--- src/rtl/msit_pkg.sv ---
// shared constants and types of the multi-slot interval timer
`timescale 1ns / 1ps
`default_nettype none

package msit_pkg;

  // default size of the slot table
  localparam int SLOTS_DEF = 16;
  // slot fields are 4 bits wide, so at most this many slots are usable
  localparam int MAX_RES   = 16;
  localparam int SLOT_W    = 4;
  localparam int TIME_W    = 32;

  typedef enum logic [2:0] {
    KIND_TICK   = 3'd0,
    KIND_START  = 3'd1,
    KIND_STOP   = 3'd2,
    KIND_TOGGLE = 3'd3,
    KIND_SET    = 3'd4
  } kind_t;

  typedef enum logic [2:0] {
    EV_FIRED   = 3'd0,
    EV_STARTED = 3'd1,
    EV_FULL    = 3'd2,
    EV_BAD     = 3'd3,
    EV_DONE    = 3'd4
  } ev_t;

  typedef enum logic [1:0] {
    ST_IDLE,
    ST_SCAN,
    ST_FIN
  } state_t;

endpackage

`default_nettype wire

--- src/rtl/msit_ram.sv ---
// generic single-write, single-read ram with registered read data
`timescale 1ns / 1ps
`default_nettype none

module msit_ram #(
  parameter int WIDTH = 32,
  parameter int DEPTH = 16
) (
  input  wire logic                     clk,
  input  wire logic                     we,
  input  wire logic [$clog2(DEPTH)-1:0] waddr,
  input  wire logic [WIDTH-1:0]         wdata,
  input  wire logic                     re,
  input  wire logic [$clog2(DEPTH)-1:0] raddr,
  output logic      [WIDTH-1:0]         rdata
);

  logic [WIDTH-1:0] mem [DEPTH];

  always_ff @(posedge clk) begin
    if (we) begin
      mem[waddr] <= wdata;
    end
    if (re) begin
      rdata <= mem[raddr];
    end
  end

endmodule

`default_nettype wire

--- src/rtl/multi_slot_interval_timer.sv ---
// top level of the multi-slot interval timer: slot table, tick scanner, result register
`timescale 1ns / 1ps
`default_nettype none

// multi-slot interval timer
// in_* stream carries one command beat: in_tuser is the command kind (tick, start,
//   stop, toggle, set interval), in_tdata the slot, flags and interval
// out_* stream carries result beats; out_tlast marks the final beat of a command
// intervals and deadlines live in two small rams (one write, one registered read),
//   allocated and running flags in flip-flops
// non-tick commands: their single result is in the output register on the next cycle;
//   one command per cycle while results drain
// tick: the count advances, then the scanner streams the slots through the rams,
//   one slot per cycle unless stalled, writing back the grown deadline of each slot
//   that fires; it covers USABLE slots, the lesser of SLOTS and 16, and the next
//   command is taken only after the final beat of the tick has been loaded
// a fired result is held back until the next slot fires or the scan ends, so that tlast
//   can go on the final one; if nothing fires a single done beat is sent
// when the receiver stalls and another slot fires, the scanner stops on that slot and
//   resumes once the output register is free; nothing is dropped
// reset clears the count, all flags and the output valid bit; interval and
//   deadline entries are only used after a start has written them

module multi_slot_interval_timer #(
  parameter int SLOTS = msit_pkg::SLOTS_DEF
) (
  input  wire logic        clk,
  input  wire logic        rst_n,
  // command stream
  input  wire logic        in_tvalid,
  output logic             in_tready,
  input  wire logic [39:0] in_tdata,  // slot[3:0], new_handle[4], interval_value[36:5],
                                      // start_now[37], zero[39:38]
  input  wire logic [2:0]  in_tuser,  // kind[2:0]
  // result stream
  output logic             out_tvalid,
  input  wire logic        out_tready,
  output logic [7:0]       out_tdata, // slot_out[3:0], zero[7:4]
  output logic [2:0]       out_tuser, // event_res[2:0]
  output logic             out_tlast  // last
);

  localparam int USABLE = (SLOTS < msit_pkg::MAX_RES) ? SLOTS : msit_pkg::MAX_RES;
  localparam int IDXW   = $clog2(USABLE);
  localparam int SW     = msit_pkg::SLOT_W;
  localparam int TW     = msit_pkg::TIME_W;
  localparam logic [IDXW:0] USABLE_I = (IDXW+1)'(USABLE);
  localparam logic [SW:0]   USABLE_S = (SW+1)'(USABLE);

  // input beat fields
  msit_pkg::kind_t  in_kind;
  logic [SW-1:0]    in_slot;
  logic             in_new;
  logic [TW-1:0]    in_ival;
  logic             in_now;
  logic             in_acc;

  assign in_kind = msit_pkg::kind_t'(in_tuser);
  assign in_slot = in_tdata[3:0];
  assign in_new  = in_tdata[4];
  assign in_ival = in_tdata[36:5];
  assign in_now  = in_tdata[37];

  // control state
  msit_pkg::state_t state_r, state_nxt;
  logic [TW-1:0]     now_r, now_nxt;
  logic [USABLE-1:0] in_use_r, in_use_nxt;
  logic [USABLE-1:0] running_r, running_nxt;
  logic [IDXW:0]     rd_idx_r, rd_idx_nxt;   // next slot to read
  logic              chk_vld_r, chk_vld_nxt; // ram data valid for chk_idx_r
  logic [IDXW-1:0]   chk_idx_r, chk_idx_nxt;
  logic              pend_vld_r, pend_vld_nxt; // fired beat held back for tlast
  logic [IDXW-1:0]   pend_idx_r, pend_idx_nxt;

  // output register
  logic             out_tvalid_r, out_tvalid_nxt;
  logic [SW-1:0]    out_slot_r, out_slot_nxt;
  msit_pkg::ev_t    out_ev_r, out_ev_nxt;
  logic             out_last_r, out_last_nxt;
  logic             out_free;

  // result to load this cycle
  logic             emit;
  logic [SW-1:0]    emit_slot;
  msit_pkg::ev_t    emit_ev;
  logic             emit_last;

  // ram ports
  logic              iv_we, dl_we, ram_re;
  logic [IDXW-1:0]   waddr, raddr;
  logic [TW-1:0]     dl_wdata;
  logic [TW-1:0]     iv_q, dl_q;

  // decode helpers
  logic [IDXW-1:0]   sidx;
  logic              slot_ok;
  logic              free_any;
  logic [IDXW-1:0]   free_idx;
  logic              fire;
  logic              stall;

  assign out_free  = !out_tvalid_r || out_tready;
  assign in_tready = (state_r == msit_pkg::ST_IDLE) && out_free;
  assign in_acc    = in_tvalid && in_tready;

  assign sidx    = in_slot[IDXW-1:0];
  assign slot_ok = ({1'b0, in_slot} < USABLE_S) && in_use_r[sidx];

  // lowest free slot
  always_comb begin
    free_any = 1'b0;
    free_idx = '0;
    for (int i = USABLE - 1; i >= 0; i--) begin
      if (!in_use_r[i]) begin
        free_any = 1'b1;
        free_idx = IDXW'(i);
      end
    end
  end

  // slot under check fires when live and its deadline is strictly below the count
  assign fire  = chk_vld_r && in_use_r[chk_idx_r] && running_r[chk_idx_r] && (dl_q < now_r);
  // a second firing slot needs the held beat to leave first
  assign stall = fire && pend_vld_r && !out_free;

  always_comb begin
    state_nxt    = state_r;
    now_nxt      = now_r;
    in_use_nxt   = in_use_r;
    running_nxt  = running_r;
    rd_idx_nxt   = rd_idx_r;
    chk_vld_nxt  = chk_vld_r;
    chk_idx_nxt  = chk_idx_r;
    pend_vld_nxt = pend_vld_r;
    pend_idx_nxt = pend_idx_r;

    emit      = 1'b0;
    emit_slot = '0;
    emit_ev   = msit_pkg::EV_DONE;
    emit_last = 1'b1;

    iv_we    = 1'b0;
    dl_we    = 1'b0;
    ram_re   = 1'b0;
    waddr    = sidx;
    raddr    = rd_idx_r[IDXW-1:0];
    dl_wdata = now_r;

    case (state_r)
      msit_pkg::ST_IDLE: begin
        if (in_acc) begin
          case (in_kind)
            msit_pkg::KIND_TICK: begin
              now_nxt      = now_r + 1'b1;
              rd_idx_nxt   = '0;
              chk_vld_nxt  = 1'b0;
              pend_vld_nxt = 1'b0;
              state_nxt    = msit_pkg::ST_SCAN;
            end
            msit_pkg::KIND_START: begin
              emit = 1'b1;
              if (in_new) begin
                if (free_any) begin
                  in_use_nxt[free_idx]  = 1'b1;
                  running_nxt[free_idx] = 1'b1;
                  iv_we     = 1'b1;
                  dl_we     = 1'b1;
                  waddr     = free_idx;
                  dl_wdata  = in_now ? now_r : now_r + in_ival;
                  emit_slot = SW'(free_idx);
                  emit_ev   = msit_pkg::EV_STARTED;
                end else begin
                  emit_ev = msit_pkg::EV_FULL;
                end
              end else if (!slot_ok) begin
                emit_slot = in_slot;
                emit_ev   = msit_pkg::EV_BAD;
              end else begin
                iv_we     = 1'b1;
                emit_slot = in_slot;
                // a paused slot resumes from the current count
                if (!running_r[sidx]) begin
                  running_nxt[sidx] = 1'b1;
                  dl_we             = 1'b1;
                end
              end
            end
            msit_pkg::KIND_STOP: begin
              emit      = 1'b1;
              emit_slot = in_slot;
              if (!slot_ok) begin
                emit_ev = msit_pkg::EV_BAD;
              end else begin
                in_use_nxt[sidx]  = 1'b0;
                running_nxt[sidx] = 1'b0;
              end
            end
            msit_pkg::KIND_TOGGLE: begin
              emit      = 1'b1;
              emit_slot = in_slot;
              if (!slot_ok) begin
                emit_ev = msit_pkg::EV_BAD;
              end else begin
                running_nxt[sidx] = !running_r[sidx];
                dl_we             = !running_r[sidx];
              end
            end
            msit_pkg::KIND_SET: begin
              emit      = 1'b1;
              emit_slot = in_slot;
              if (!slot_ok) begin
                emit_ev = msit_pkg::EV_BAD;
              end else begin
                iv_we = (in_ival != '0);
              end
            end
            default: begin
              emit = 1'b1;
            end
          endcase
        end
      end
      msit_pkg::ST_SCAN: begin
        waddr    = chk_idx_r;
        dl_wdata = dl_q + iv_q;
        if (!stall) begin
          if (fire) begin
            dl_we        = 1'b1;
            pend_vld_nxt = 1'b1;
            pend_idx_nxt = chk_idx_r;
            if (pend_vld_r) begin
              emit      = 1'b1;
              emit_slot = SW'(pend_idx_r);
              emit_ev   = msit_pkg::EV_FIRED;
              emit_last = 1'b0;
            end
          end
          if (rd_idx_r < USABLE_I) begin
            ram_re      = 1'b1;
            chk_vld_nxt = 1'b1;
            chk_idx_nxt = rd_idx_r[IDXW-1:0];
            rd_idx_nxt  = rd_idx_r + 1'b1;
          end else begin
            chk_vld_nxt = 1'b0;
            if (!chk_vld_r) begin
              state_nxt = msit_pkg::ST_FIN;
            end
          end
        end
      end
      msit_pkg::ST_FIN: begin
        if (out_free) begin
          emit = 1'b1;
          if (pend_vld_r) begin
            emit_slot = SW'(pend_idx_r);
            emit_ev   = msit_pkg::EV_FIRED;
          end
          pend_vld_nxt = 1'b0;
          state_nxt    = msit_pkg::ST_IDLE;
        end
      end
      default: begin
        state_nxt = msit_pkg::ST_IDLE;
      end
    endcase
  end

  // output register loads only when free, which every emit path guarantees
  always_comb begin
    out_tvalid_nxt = out_tvalid_r && !out_tready;
    out_slot_nxt   = out_slot_r;
    out_ev_nxt     = out_ev_r;
    out_last_nxt   = out_last_r;
    if (emit) begin
      out_tvalid_nxt = 1'b1;
      out_slot_nxt   = emit_slot;
      out_ev_nxt     = emit_ev;
      out_last_nxt   = emit_last;
    end
  end

  always_ff @(posedge clk) begin
    if (!rst_n) begin
      state_r      <= msit_pkg::ST_IDLE;
      now_r        <= '0;
      in_use_r     <= '0;
      running_r    <= '0;
      rd_idx_r     <= '0;
      chk_vld_r    <= 1'b0;
      pend_vld_r   <= 1'b0;
      out_tvalid_r <= 1'b0;
    end else begin
      state_r      <= state_nxt;
      now_r        <= now_nxt;
      in_use_r     <= in_use_nxt;
      running_r    <= running_nxt;
      rd_idx_r     <= rd_idx_nxt;
      chk_vld_r    <= chk_vld_nxt;
      pend_vld_r   <= pend_vld_nxt;
      out_tvalid_r <= out_tvalid_nxt;
    end
  end

  // payload, no reset
  always_ff @(posedge clk) begin
    chk_idx_r  <= chk_idx_nxt;
    pend_idx_r <= pend_idx_nxt;
    out_slot_r <= out_slot_nxt;
    out_ev_r   <= out_ev_nxt;
    out_last_r <= out_last_nxt;
  end

  // interval table
  msit_ram #(
    .WIDTH (TW),
    .DEPTH (USABLE)
  ) u_iv_ram (
    .clk   (clk),
    .we    (iv_we),
    .waddr (waddr),
    .wdata (in_ival),
    .re    (ram_re),
    .raddr (raddr),
    .rdata (iv_q)
  );

  // deadline table
  msit_ram #(
    .WIDTH (TW),
    .DEPTH (USABLE)
  ) u_dl_ram (
    .clk   (clk),
    .we    (dl_we),
    .waddr (waddr),
    .wdata (dl_wdata),
    .re    (ram_re),
    .raddr (raddr),
    .rdata (dl_q)
  );

  assign out_tvalid = out_tvalid_r;
  assign out_tdata  = {4'b0000, out_slot_r};
  assign out_tuser  = out_ev_r;
  assign out_tlast  = out_last_r;

  // a slot can only run while allocated
  a_run_alloc: assert property (@(posedge clk) disable iff (!rst_n)
    (running_r & ~in_use_r) == '0)
    else $error("running slot not allocated");

  // a tick advances the count by exactly one
  a_tick_count: assert property (@(posedge clk) disable iff (!rst_n)
    (in_acc && in_kind == msit_pkg::KIND_TICK) |=> (now_r == $past(now_r) + 1'b1))
    else $error("count did not advance on tick");

  // the scanner never reads the entry it is writing back
  a_no_rw_clash: assert property (@(posedge clk) disable iff (!rst_n)
    (ram_re && dl_we) |-> (raddr != waddr))
    else $error("read and write-back hit the same slot");

  // no fired beat is left behind once the scan is over
  a_pend_idle: assert property (@(posedge clk) disable iff (!rst_n)
    (state_r == msit_pkg::ST_IDLE) |-> !pend_vld_r)
    else $error("held fired beat in idle");

endmodule

`default_nettype wire

--- config.mk ---
export PLATFORM = sky130hd
export DESIGN_NAME = multi_slot_interval_timer
export DESIGN_NICKNAME = d
export VERILOG_FILES = /design/src/rtl/msit_pkg.sv /design/src/rtl/msit_ram.sv /design/src/rtl/multi_slot_interval_timer.sv
export SDC_FILE = /design/constraint.sdc
export NUM_CORES = 1
export LEC_CHECK = 0
export BUFFER_PORTS_ARGS = -buffer_cell sky130_fd_sc_hd__buf_4
export CORE_ASPECT_RATIO = 1.4
export CORE_MARGIN = 2
export CORE_UTILIZATION = 35
export CTS_CLUSTER_SIZE = 12
export DETAILED_ROUTE_END_ITERATION = 16
export PLACE_DENSITY_LB_ADDON = 0.3
export SYNTH_ARGS = -nofsm -noshare
export SYNTH_HDL_FRONTEND = slang
export SYNTH_SLANG_ARGS = --single-unit
--- constraint.sdc ---
create_clock -name clk -period 23.1 [get_ports clk]
set_clock_uncertainty 0.1 [all_clocks]
set_input_delay 3.465 -clock clk [delete_from_list [all_inputs] [get_ports clk]]
set_output_delay 3.465 -clock clk [all_outputs]
set_load 0.01 [all_outputs]
==> results of run 1 <==
[per-layer routing]
layer | vias to the layer above | part of all wire, %
met4 | 0 | 3.3
met3 | 197 | 4.0
met1 | 13750 | 40
met5 | - | 0
met2 | 705 | 52
li1 | 11460 | -
[sequential cells by signal, summed over array words and instances (netlist names), 2 cells and up]
signal and cells:
out_tuser 3, state_r 2, now_r 32, in_use_r 16
u_dl_ram.mem 512, running_r 16, u_iv_ram.mem 512, u_iv_ram.rdata 32
u_dl_ram.rdata 32, rd_idx_r 5, pend_idx_r 4, chk_idx_r 4
out_slot_r 4
[layout make-up]
class                      count  share of cell area (%)
clock buffer                 152                   5.462
multi-input combinational   1403                   26.30
inverter                      58                  0.3874
tap                         1897                   4.224
antenna                        1                0.004453
sequential                  1178                   61.66
clock inverter                21                  0.2538
timing repair buffer         125                   1.714
[through the flow]
stage          cell area [um^2]  hold WS, ns  util (%)
6_report                  56200       0.4216     39.82
5_1_grt                   56200       0.4535     39.82
4_1_cts                   56190       0.4211     39.82
3_5_place_dp              52980       0.4074     37.54
3_3_place_gp              52980       0.3918     37.54
2_1_floorplan             49890       0.3064         -
[kinds of logic after synthesis]
logic type / after synthesis / share of synthesized area (%)
AND/OR/NAND/NOR: 474 / 4.744
other: 1 / 0.007518
flip-flops: 1178 / 69.43
multiplexers: 337 / 15.07
XOR/XNOR: 85 / 1.493
adder cells (fa/ha/maj): 97 / 2.463
AO/OA/AOI/OAI: 406 / 5.295
buffers and inverters: 189 / 1.493
[synthesized netlist by cell type (25+ instances only)]
library cell,number,area [um^2]
edfxtp_1,1104,33150
mux4_2,331,7455
nor2_1,115,431.7
nand2_1,104,390.4
a21oi_1,103,515.5
ha_1,95,1189
clkbuf_1,91,341.6
o21ai_0,88,440.4
dfxtp_1,74,1481
xnor2_1,59,516.8
inv_1,58,217.7
and2_1,49,306.5
nand3_1,48,240.2
a21o_1,46,345.3
nand4_1,30,187.7
xor2_1,26,227.7
buf_1,25,93.84
[worst min-delay path by stage]
| stage | start | endpoint | slack [ns] | cells after the start |
|---|---|---|---|---|
| 3_5_place_dp | running_r[15]$_SDFFE_PN0P_ | running_r[15]$_SDFFE_PN0P_ | 0.41 | 2 |
| 4_1_cts | running_r[15]$_SDFFE_PN0P_ | running_r[15]$_SDFFE_PN0P_ | 0.42 | 2 |
| 5_1_grt | running_r[1]$_SDFFE_PN0P_ | running_r[1]$_SDFFE_PN0P_ | 0.45 | 2 |
| 3_3_place_gp | running_r[15]$_SDFFE_PN0P_ | running_r[15]$_SDFFE_PN0P_ | 0.39 | 2 |
| 2_1_floorplan | rd_idx_r[2]$_SDFFE_PN0P_ | chk_idx_r[2]$_DFFE_PP_ | 0.31 | 0 |
| 6_report | running_r[11]$_SDFFE_PN0P_ | running_r[11]$_SDFFE_PN0P_ | 0.42 | 2 |
[power breakdown]
part / internal [mW] / switching [mW]
clock: 0.927 / 0.752
combinational: 0.0519 / 0.0877
sequential: 2.33 / 0.00635
[worst max-delay path, stage by stage]
cell and delay [ns]:
buf_4 0.11, nor2b_1 0.69, nor3_4 0.07, buf_4 0.19
==> results.tsv, run 1 <==
stage	metric	value	unit
drt	vias per cell	5.400	
pwr	Worst VDD drop	0.05040	mV
clock_tree	clk sinks	1178	
setup_path	Critical Path Fanout Max	8	
global_routing	grt total ovfl	0	
clock_tree	Reg clk slew, reported paths	0.06	ns
sta	Max-Slew Margin vs Limit	17.18	%
die	die width	323.1	um
setup_path	R2R Path End	u_dl_ram.mem[10][23]$_DFFE_PP_	
die	io pins	61	
sta	# setup viols final	0	
status	status	finished clean	
sta	Fin. Hold Viols	0	
setup_path	Req. time, crit path	19.54	ns
sta	Tcrit/Tclk final	35.06	%
synth	dominant synthesized flop cell	edfxtp_1	
synth	Seq/Total Area, Yosys	69.43	%
synth	number of flops mapped to enable cells by yosys	1104	
finish	Sequential Area	34650	um^2
clock_tree	post-CTS sizing	0	
finish	most common cell after layout, fill and taps aside	edfxtp_1	
placed_design	Port Buffers	54	
die	Starting Density	35.34	%
setup_path	worst r2r src	out_tvalid$_SDFF_PN0_	
clock_tree	setup repair bufs after CTS	0	
sta	PnR worst setup slack	15.00	ns
setup_path	CP startpoint kind	input port	
die	row count	163	
drt	Vias	26110	
global_routing	M1 GR Usage	21.59	%
finish	area grow syn2layout	12.66	%
drt	drt wl/cell	26.20	um
clock_tree	CTS tree	yes	
finish	# fillers	12800	
synth	Synth Register Bits	1178	
drt	drt pass-1 iters	6	
pwr	total leakage power	17.41	nW
finish	most frequent cells in the layout	edfxtp_1, mux4_2, buf_4	
finish	final net count	3024	
clock_tree	Worst-Skew Late Latency	0.72	ns
die	die area	145600	um^2
placed_design	RePlAce Congestion	0.8794	
synth	Netlist cell types	79	
global_routing	M2 GR Usage	31.06	%
worst_hold_path	HP Class	reg2reg	
clock_tree	CTS max path bufs	3	
drt	1st-iter DRT viols	2138	
setup_path	critical path data arrival time	4.53	ns
drt	DRC errors left	0	
placed_design	Placed Cells incl. Taps	4661	
synth	Mapped Area	49880	um^2
pwr	Total Power	4.156	mW
clock_tree	TritonCTS Buffers	114	
clock_tree	H-Tree Depth	3	
drt	Routed Antenna Nets	0	
placed_design	hpwl dp	72.17	mm
setup_path	FF-to-FF path depth	11	
pwr	pwr/cell area	73.97	nW/um^2
sta	Worst-Margin Slew	1.242	ns
setup_path	CP Launch Point	out_tready	
die	DIE HEIGHT	450.7	um
clock_tree	Clock Root Buffer	clkbuf_16	
sta	Max Slew Vio Count	0	
global_routing	Overall Global Routing Usage	17.49	%
sta	RSZ-0062 raised after global routing	no	
die	core area	141100	um^2
synth	fraction of registers with async set/reset	0	%
job	max cap viols	0	
setup_path	CP endpoint kind	output pin	
setup_path	Setup crit end	in_tready	
synth	Post-Syn Instances	2767	
sta	setup TNS	0	ns
global_routing	global route hottest layer	met2	
global_routing	antenna violations before repair	2	
global_routing	vias in the first global route	27090	
sta	fin crit period	8.098	ns
synth	Synth warnings	0	
finish	share of layout cells above drive strength 1	22.13	%
global_routing	GR met3 Demand/Resource	2.291	%
synth	Syn Area/Cell	18.03	um^2
drt	Total Routed Length	126.7	mm
setup_path	Crit Path Category	in2out	
global_routing	pin count of the biggest net entering global routing	145	
finish	Multi-input gate area	14780	um^2
sta	top achievable clock speed	0.1235	GHz
clock_tree	cts hold-fix bufs	0	
finish	Layout Cells excl Fill	4835	
global_routing	first-pass GRT wire length	185.0	mm
setup_path	R2R setup slack	18.21	ns
placed_design	DP Worst Slack	15.03	ns
No activity file was read; power rests on OpenSTA's default activity.
==> run 2: changes to the inputs <==
==> constraint.sdc (replaced) <==
create_clock -name clk -period 7.15 [get_ports clk]
set_clock_uncertainty 0.1 [all_clocks]
set_input_delay 1.0725 -clock clk [delete_from_list [all_inputs] [get_ports clk]]
set_output_delay 1.0725 -clock clk [all_outputs]
set_load 0.01 [all_outputs]
==> run 2 against run 1 <==
  * Combinational power grew to 3.4 times the previous value
  * Die area is the same
  * Highest routed layer unchanged
  * Non-clock buffer count up 13
  * Largest power group unchanged
  * Flip-flop and latch count unchanged
  * First-iteration DRC count rose by 12%
  * Cell area rose by 0.31%
  * Sequential share of layout area decreased by 0.19 points
==> results.tsv, run 2 (synthesized netlist as in run 1, its figures left out) <==
stage	metric	value	unit
status	status	finished clean	
finish	Sequential Area	34650	um^2
clock_tree	TritonCTS Buffers	112	
placed_design	RePlAce Congestion	0.9001	
setup_path	Critical Path Fanout Max	18	
clock_tree	Clock Root Buffer	clkbuf_16	
setup_path	CP startpoint kind	input port	
finish	share of layout cells above drive strength 1	22.45	%
global_routing	first-pass GRT wire length	186.9	mm
setup_path	critical path data arrival time	5.40	ns
job	max cap viols	0	
clock_tree	setup repair bufs after CTS	0	
global_routing	Overall Global Routing Usage	17.58	%
drt	Routed Antenna Nets	0	
die	core area	141100	um^2
clock_tree	CTS tree	yes	
sta	setup TNS	0	ns
pwr	P_int	10.78	mW
sta	Tcrit/Tclk final	71.59	%
sta	Max Slew Vio Count	0	
die	io pins	61	
setup_path	largest stage delay on the critical path	0.70	ns
die	Starting Density	35.34	%
drt	DRC errors left	0	
placed_design	Port Buffers	54	
sta	fin crit period	5.118	ns
die	DIE HEIGHT	450.7	um
drt	drt pass-1 iters	5	
pwr	clock share of power	40.8	%
global_routing	vias in the first global route	27200	
clock_tree	post-CTS sizing	0	
global_routing	grt total ovfl	0	
pwr	Sw Share	20.45	%
sta	Max-Slew Margin vs Limit	14.39	%
clock_tree	Reg clk slew, reported paths	0.06	ns
die	die width	323.1	um
clock_tree	Worst-Skew Late Latency	0.74	ns
finish	most frequent cells in the layout	edfxtp_1, mux4_2, buf_4	
clock_tree	cts hold-fix bufs	0	
die	die area	145600	um^2
drt	Total Routed Length	127.2	mm
pwr	sequential power share	55.7	%
finish	area grow syn2layout	13.01	%
pwr	pwr/cell area	240.3	nW/um^2
global_routing	antenna violations before repair	4	
setup_path	cell repeated most along the worst path	buf_4	
setup_path	Crit Path Category	in2reg	
finish	Multi-input gate area	14790	um^2
pwr	net switching power	2.770	mW
setup_path	crit-path cells	buf_4 -> nor2b_1 -> nor3_4 -> nand2_2 -> or3_1 -> nor2_1 -> o21bai_1 -> o21ai_1 -> o211ai_1 -> nand2b_1 -> or2_2 -> nor2_4 -> buf_4	
drt	drt wl/cell	26.24	um
setup_path	Req. time, crit path	7.44	ns
sta	top achievable clock speed	0.1954	GHz
pwr	Worst VDD drop	0.1871	mV
drt	1st-iter DRT viols	2404	
drt	vias per cell	5.404	
finish	most common cell after layout, fill and taps aside	edfxtp_1	
die	row count	163	
clock_tree	CTS max path bufs	3	
sta	RSZ-0062 raised after global routing	no	
finish	Top Registers	u_dl_ram.mem: 512 flops, u_iv_ram.mem: 512 flops	
pwr	Gate power share	3.5	%
sta	Worst-Margin Slew	1.284	ns
finish	# fillers	12780	
setup_path	Slowest-stage cell, CP	nor2_4	
clock_tree	clk sinks	1178	
pwr	total leakage power	17.50	nW
finish	Layout Cells excl Fill	4848	
global_routing	pin count of the biggest net entering global routing	112	
drt	Vias	26200	
worst_hold_path	HP Class	reg2reg	
finish	final net count	3035	
placed_design	hpwl dp	77.64	mm
sta	Fin. Hold Viols	0	
setup_path	CP endpoint kind	flip-flop	
sta	# setup viols final	0	
placed_design	Placed Cells incl. Taps	4674	
pwr	Total Power	13.55	mW
clock_tree	H-Tree Depth	3	
==> run 2: path summary, 6_finish.rpt <==
| check | slack [ns] | end | startpoint | cells past startpoint |
|---|---|---|---|---|
| worst max-delay path | 2.03 | u_dl_ram.mem[9][4]$_DFFE_PP_ | out_tready | 13 |
| worst min-delay path | 0.40 | running_r[14]$_SDFFE_PN0P_ | running_r[14]$_SDFFE_PN0P_ | 2 |
| worst max register to register | 2.09 | u_dl_ram.mem[9][4]$_DFFE_PP_ | now_r[17]$_SDFFE_PN0P_ | 14 |
| worst min register to register | 0.40 | running_r[14]$_SDFFE_PN0P_ | running_r[14]$_SDFFE_PN0P_ | 2 |
==> run 2: cell type report <==
type	instances	share of cell area [%]
clock buffer	158	5.502
clock inverter	14	0.2619
tap	1897	4.211
antenna	2	0.008878
inverter	58	0.3862
multi-input combinational	1403	26.24
sequential	1178	61.47
timing repair buffer	138	1.927
==> run 2: routing by layer <==
| layer | track usage, % | wire, um | vias up |
|---|---|---|---|
| met5 | 0 | 0 | - |
| met4 | 6.017 | 4039 | 0 |
| met3 | 2.421 | 5319 | 190 |
| met2 | 31.85 | 67920 | 662 |
| met1 | 21.31 | 49910 | 13870 |
| li1 | - | - | 11480 |
==> run 2: worst max-delay path: cells and delay by family <==
kind / cells / cell delay [ns]
AND/OR/NAND/NOR: 8 / 3.19
AO/OA/AOI/OAI: 3 / 0.62
buffers and inverters: 2 / 0.51
==> run 2: power groups by stage <==
stage / logic, mW / clock network (mW) / registers, mW
5_1_grt: 0.510 / 5.89 / 7.55
3_3_place_gp: 0.469 / 0 / 7.70
2_1_floorplan: 0.275 / 0 / 7.69
6_report: 0.469 / 5.53 / 7.55
4_1_cts: 0.477 / 5.66 / 7.55
3_5_place_dp: 0.476 / 0 / 7.70
==> run 2: per-stage QoR <==
stage | area (um^2) | hold slack [ns] | util (%) | setup WS, ns
floorplan | 49900 | 0.3064 | - | 1.922
global placement | 53120 | 0.3962 | 37.64 | 1.366
detailed placement | 53120 | 0.3958 | 37.64 | 1.301
CTS | 56370 | 0.4098 | 39.94 | 2.055
global route | 56370 | 0.4413 | 39.94 | 1.789
finish | 56370 | 0.4040 | 39.94 | 2.032
